==> config.mk <==
export PLATFORM = sky130hd
export DESIGN_NAME = gbnms_cmp
export DESIGN_NICKNAME = d
export VERILOG_FILES = /design/src/gbnms_pkg.sv /design/src/gbnms_cmp.sv
export SDC_FILE = /design/constraint.sdc
export NUM_CORES = 2
export LEC_CHECK = 0
export BUFFER_PORTS_ARGS = -buffer_cell sky130_fd_sc_hd__buf_4
export CAP_MARGIN = 20
export CELL_PAD_IN_SITES_DETAIL_PLACEMENT = 0
export CELL_PAD_IN_SITES_GLOBAL_PLACEMENT = 1
export CORE_ASPECT_RATIO = 1.5
export CORE_MARGIN = 8
export CORE_UTILIZATION = 41
export CTS_CLUSTER_SIZE = 8
export DETAILED_ROUTE_END_ITERATION = 8
export PLACE_DENSITY_LB_ADDON = 0.2
export SLEW_MARGIN = 10
export SYNTH_ARGS = -nofsm -noshare
export SYNTH_HDL_FRONTEND = slang
export SYNTH_SLANG_ARGS = --single-unit
==> constraint.sdc <==
create_clock -name clk -period 12.61 [get_ports clk]
set_input_delay 1.261 -clock clk [delete_from_list [all_inputs] [get_ports clk]]
set_output_delay 1.261 -clock clk [all_outputs]
set_load 0.005 [all_outputs]
==> src/gbnms_pkg.sv <==
// Shared types and constants for the greedy box suppression block.
// No dependencies; the top module, the compare unit and the testbench import it.
package gbnms_pkg;

  localparam int COORD_W = 16;
  localparam int LABEL_W = 10;
  localparam int AREA_W  = 32;
  localparam int THR_W   = 9;
  localparam int IDX_W   = 13;
  localparam int CFG_W   = 9;
  localparam int CFG_IDX_W = 1;

  localparam logic [CFG_IDX_W-1:0] REG_IOU_THRESHOLD  = 1'b0;
  localparam logic [CFG_IDX_W-1:0] REG_CLASS_AGNOSTIC = 1'b1;

  localparam logic [THR_W-1:0] THR_RESET = 9'd115;

  typedef struct packed {
    logic signed [COORD_W-1:0] left_edge;
    logic signed [COORD_W-1:0] top_edge;
    logic signed [COORD_W-1:0] right_edge;
    logic signed [COORD_W-1:0] bottom_edge;
    logic [LABEL_W-1:0]        class_label;
    logic                      final_box;
  } in_item_t;

  typedef struct packed {
    logic             kept;
    logic [IDX_W-1:0] box_index;
    logic             store_full;
    logic             frame_done;
  } out_item_t;

  typedef struct packed {
    logic signed [COORD_W-1:0] bottom;
    logic signed [COORD_W-1:0] right;
    logic signed [COORD_W-1:0] top;
    logic signed [COORD_W-1:0] left;
  } box_t;

  typedef struct packed {
    logic [AREA_W-1:0]  area;
    logic [LABEL_W-1:0] label;
    box_t               box;
  } entry_t;

  typedef struct packed {
    logic [THR_W-1:0] thr;
    logic             agnostic;
  } cmp_cfg_t;

  typedef struct packed {
    logic hit_v;
    logic hit;
    logic busy;
  } cmp_res_t;

  typedef enum logic [1:0] {
    ST_IDLE,
    ST_SCAN,
    ST_DRAIN,
    ST_FINISH
  } state_t;

endpackage

==> src/gbnms_cmp.sv <==
// Four-stage overlap test of the current box against one stored entry.
// Depends on gbnms_pkg.
module gbnms_cmp (
  input  logic                clk,
  input  logic                rst_n,
  input  gbnms_pkg::cmp_cfg_t cfg,
  input  gbnms_pkg::box_t     box,
  input  logic [9:0]          label,
  input  logic [31:0]         area,
  input  logic                ent_v,
  input  gbnms_pkg::entry_t   ent,
  output gbnms_pkg::cmp_res_t res
);
  import gbnms_pkg::*;

  logic                 v0_r, v1_r, v2_r, v3_r;
  logic                 m0_r, m1_r, m2_r;
  logic signed [16:0]   w0_r, h0_r;
  logic [AREA_W-1:0]    ka0_r, ka1_r;
  logic [AREA_W-1:0]    inter1_r, inter2_r;
  logic [AREA_W:0]      uni2_r;
  logic                 hit3_r;

  logic signed [COORD_W-1:0] mn_r, mx_l, mn_b, mx_t;
  logic signed [16:0]        w0_nxt, h0_nxt;
  logic                      m0_nxt;
  logic [AREA_W-1:0]         inter1_nxt;
  logic [AREA_W:0]           uni2_nxt;
  logic [41:0]               prod, lhs;

  always_comb begin
    mn_r = (box.right < ent.box.right) ? box.right : ent.box.right;
    mx_l = (box.left > ent.box.left) ? box.left : ent.box.left;
    mn_b = (box.bottom < ent.box.bottom) ? box.bottom : ent.box.bottom;
    mx_t = (box.top > ent.box.top) ? box.top : ent.box.top;
    w0_nxt = $signed({mn_r[15], mn_r}) - $signed({mx_l[15], mx_l});
    h0_nxt = $signed({mn_b[15], mn_b}) - $signed({mx_t[15], mx_t});
    m0_nxt = cfg.agnostic || (ent.label == label);
  end

  always_comb begin
    if (w0_r[16] || (w0_r == 17'sd0) || h0_r[16] || (h0_r == 17'sd0)) begin
      inter1_nxt = '0;
    end else begin
      inter1_nxt = AREA_W'(w0_r[15:0]) * AREA_W'(h0_r[15:0]);
    end
    uni2_nxt = {1'b0, area} + {1'b0, ka1_r} - {1'b0, inter1_r};
    prod = 42'(cfg.thr) * 42'(uni2_r);
    lhs  = {2'b00, inter2_r, 8'h00};
  end

  always_ff @(posedge clk) begin
    if (!rst_n) begin
      v0_r <= 1'b0;
      v1_r <= 1'b0;
      v2_r <= 1'b0;
      v3_r <= 1'b0;
    end else begin
      v0_r <= ent_v;
      v1_r <= v0_r;
      v2_r <= v1_r;
      v3_r <= v2_r;
    end
  end

  always_ff @(posedge clk) begin
    w0_r     <= w0_nxt;
    h0_r     <= h0_nxt;
    m0_r     <= m0_nxt;
    ka0_r    <= ent.area;
    inter1_r <= inter1_nxt;
    ka1_r    <= ka0_r;
    m1_r     <= m0_r;
    uni2_r   <= uni2_nxt;
    inter2_r <= inter1_r;
    m2_r     <= m1_r;
    hit3_r   <= m2_r && (lhs > prod);
  end

  assign res.hit_v = v3_r;
  assign res.hit   = hit3_r;
  assign res.busy  = v0_r || v1_r || v2_r || v3_r;

endmodule

; Word level (Yosys, flattened, before mapping)
; Cells that the tools add are included.
[classes]
eq_ne = 1
n_addsub = 4
n_reduce_logical = 10
mul = 2
muxes = 4
order_cmp = 5
[ops]
columns = operator, n
row1 = 16-bit two-way mux, 4
row2 = 40-bit by 42-bit > comparator with 1-bit output, 1
row3 = 9-bit by 33-bit multiplier with 42-bit output, 1
row4 = 17-bit logical NOT, 2
row5 = 16-bit by 16-bit subtractor with 17-bit output, 2
row6 = 32-bit by 32-bit adder with 33-bit output, 1
row7 = 33-bit by 32-bit subtractor with 33-bit output, 1
row8 = 16-bit > comparator, 2
row9 = 16-bit less-than comparator, 2
row10 = 16-bit by 16-bit multiplier with 32-bit output, 1
row11 = 10-bit equality test, 1
row12 = 1-bit logical OR, 7
row13 = 1-bit logical AND, 1
[totals]
word_cells = 41
input_bits = 225
register_bits = 203
output_inout_bits = 3

; Longest topological paths before layout
[logic_depth]
depth_word = 4
mapped_depth = 31
ltp_nobuf = 29

; Least setup slack after synthesis
; Ideal clock, no wire load.
[synth_timing]
path_kind = input -> register
startpoint = input cfg[3] (netlist name)
endpoint = register hit3_r
required_time_ps = 12486
slack_ps = 5410
stages = 26
t_arrival_ps = 7076
setup_ps = 124
n_path_buf = 2
path_cell_list = clkbuf_1 clkbuf_1 nand2_1 fa_1 inv_1 fa_1 fa_1 inv_1 fa_1 inv_1 ha_1 a21o_1 a211o_1 o21ai_1 o311ai_1 a31o_2 a21o_1 a21oi_1 xor2_1 ha_1 a21o_1 a21oi_1 o211ai_1 a211o_1 a211oi_1 nor4_2
[synth_between]
elab_chain_len = 3
[synth_lines]
columns = item, line
row1 = "start, declared", gbnms_cmp.sv:6  ; input gbnms_pkg::cmp_cfg_t cfg,
row2 = 9-bit by 33-bit multiplier with 42-bit output, gbnms_cmp.sv:48  ; prod = 42'(cfg.thr) * 42'(uni2_r);
row3 = 40-bit by 42-bit > comparator with 1-bit output, gbnms_cmp.sv:77  ; hit3_r <= m2_r && (lhs > prod);
row4 = 1-bit logical AND, gbnms_cmp.sv:77
row5 = "end signal, assigned", gbnms_cmp.sv:77
row6 = "end, declared", gbnms_cmp.sv:22  ; logic hit3_r;
; Every way passes these cells.
; A chain may end at the register's enable or synchronous reset.

; Final worst setup path
; Ends and elaborated chain as after synthesis.

==> flow_summary.json <==
{
  "track_usage": 0.1900,
  "worst_path_max_delay_cell": "fa_1",
  "fin_skew_ns": 0.01362,
  "clockBufferDepth": 3,
  "netlist_top_cells_count": "inv_1 (708), fa_1 (446), nand2_1 (362), ha_1 (325), and2_1 (261)",
  "dieArea_um2": 79810,
  "drive_gt1_frac": 0.09719,
  "hold_depth": 0,
  "ys_seq_area_frac": 0.1399,
  "ys_warn_count": 0,
  "setup_tns_ns": 0,
  "hold_path.class": "reg2reg",
  "grt_max_degree": 34,
  "worst_ep_required_time_ns": 13.10,
  "root_buffer": "clkbuf_16",
  "setup_violations": 0,
  "final.period_utilization": 0.6168,
  "synth_edf_count": 0,
  "cts_inserted_buffers": 30,
  "grt_pass1_vias": 24310,
  "crit_type": "in2reg",
  "path_clk_slew_ns": 0.05,
  "drt_iter0_markers": 633,
  "final_util": 0.4617,
  "placed_area_um2": 31550,
  "cp.depth": 24,
  "vias": 21730,
  "yosysUniqueCellTypes": 81,
  "ctsHtreeMaxLevel": 1,
  "holdWs_ns": 0.3202,
  "tightest_slew_ns": 0.9404,
  "io-pin-count": 228,
  "syn_nets": 4272,
  "grt_pass1_wl_um": 123100,
  "reg2reg_depth": 22,
  "finalMaxSlewViolations": 0,
  "initial_core_util": 0.4143,
  "run_status": "completed",
  "grt_overflow": 0,
  "wl_per_cell_um": 17.03,
  "n_fill_cell": 6915,
  "rsz0062_at_grt": "false",
  "clock_latency_ns": 0.57,
  "routed_wl_um": 74160,
  "die_w_um": 233.4,
  "rows": 119,
  "antenna_found_initial": 1,
  "clock_sinks": 203,
  "synthCells": 3276,
  "port_buffers": 227,
  "fin_area_um2": 32380,
  "core_area_um2": 70130,
  "drc": 0,
  "slew_headroom": 0.3673,
  "arrival_ns": 8.27,
  "antennaDiodeCount": 0,
  "ys_ff_latch": 203,
  "period_minus_slack_ns": 7.778,
  "cp_top_family": "adder cells",
  "yosysTopAreaCell": "fa_1",
  "cp-start-kind": "primary input",
  "max_cap_viol_count": 0,
  "synth_area_leaders": "fa_1 (31%), ha_1 (14%), dfxtp_1 (14%)",
  "cpMostUsedCell": "fa_1",
  "area_growth_pct": 11.45,
  "synth.most_common_cell": "inv_1",
  "cts_resized": 0,
  "max_stage_delay_ns": 0.57,
  "cts_tree": "done",
  "endpoint_kind": "flip-flop",
  "final_nets": 4435,
  "hold_viol": 0,
  "firstDrtPassIters": 5,
  "avgSynthCellArea_um2": 8.869,
  "post-cts-setup-buffers": 0,
  "fmax_mhz": 128.6,
  "synth.cell_area_um2": 29050,
  "crit_fanout": 33,
  "gp_congestion": 0.9682,
  "synthArstFlopShare": 0,
  "path_buf_inv": 4,
  "hpwl_um": 62440,
  "synthFlopType": "dfxtp_1",
  "vias_per_cell": 4.990,
  "die_h_um": 342.0,
  "crit_path_cell_trace": "buf_4 -> nand2_1 -> fa_1 -> inv_1 -> fa_1 -> fa_1 -> inv_1 -> fa_1 -> inv_1 -> ha_1 -> nand4_1 -> nor3_1 -> nor4bb_1 -> o2111ai_1 -> nor2b_1 -> a31oi_1 -> a21o_1 -> a21oi_1 -> xor2_1 -> ha_1 -> nand4_1 -> a2111oi_0 -> a211oi_1 -> nor4_2",
  "yosysTopAreaCellShare": 0.3073,
  "hold_buffers": 0,
  "detail-route-antenna-nets": 0
}
[flip-flops by register name, summed over array words and instances (netlist names)]
signal    cells
uni2_r       33
inter1_r     32
inter2_r     32
ka0_r        32
ka1_r        32
h0_r         17
w0_r         17
hit3_r        1
m0_r          1
m1_r          1
m2_r          1
v0_r          1
v1_r          1
v2_r          1
v3_r          1
[layout make-up]
cell class / count / area [um2] / area share
multi-input cells: 2262 / 21940 / 0.6775
repair buffers: 234 / 1757 / 0.05425
well taps: 907 / 1135 / 0.03505
flip-flops and latches: 203 / 4064 / 0.1255
inverters: 708 / 2658 / 0.08207
clock inverters: 1 / 5.005 / 0.0001546
clock buffers: 39 / 825.8 / 0.02550
[cells by family after synthesis]
| group | after synthesis | synth area share |
|---|---|---|
| compound gates | 390 | 0.09022 |
| flops | 203 | 0.1399 |
| fa+ha+maj | 771 | 0.4473 |
| xor+xnor | 124 | 0.03738 |
| mux | 68 | 0.02489 |
| simple gates | 909 | 0.1549 |
| buf+inv | 811 | 0.1054 |
[final timing paths]
path / end / slack (ns) / from
min: ka1_r[31]$_DFF_P_ / 0.32 / ka0_r[31]$_DFF_P_
max: hit3_r$_DFF_P_ / 4.83 / cfg[3]
min reg2reg: ka1_r[31]$_DFF_P_ / 0.32 / ka0_r[31]$_DFF_P_
max reg2reg: hit3_r$_DFF_P_ / 5.32 / uni2_r[18]$_DFF_P_
[per-stage QoR]
step / setup WS, ns / std cells
after global routing: 4.367 / 4354
after floorplan: 5.410 / 3276
after detailed placement: 4.367 / 4314
after CTS: 4.979 / 4354
after global placement: 4.421 / 4314
final: 4.832 / 4354
[worst register-to-register path: cells and delay by family, from the launching register on]
kind,cells,cell delay [ns]
fa+ha+maj,6,2.80
simple gates,7,1.98
compound gates,6,1.58
flops,1,0.56
xor+xnor,1,0.16
buf+inv,2,0.10
[cells in the final DEF (no fill, tap or decap), types with 49 or more instances in the layout]
master   synthesis  routed
inv_1          708     708
fa_1           446     446
buf_4            2     234
a21oi_1        110     110
xnor2_1         75      75
nor2_1         106     106
o21ai_0         64      64
xor2_1          49      49
nand2_1        362     362
dfxtp_1        203     203
and2_1         261     261
a21o_1          56      56
ha_1           325     325
[per-layer routing]
metal  wire length, um  track usage  up-vias
met5                13            0        -
met2             40210       0.3692      408
met4              1855      0.05223        2
met1             29110       0.2125    10700
met3              2971      0.02270      103
li1                  -            -    10510
Power is not shown: default switching activity piles up to over one toggle a cycle in this logic, so the estimate is an artifact.
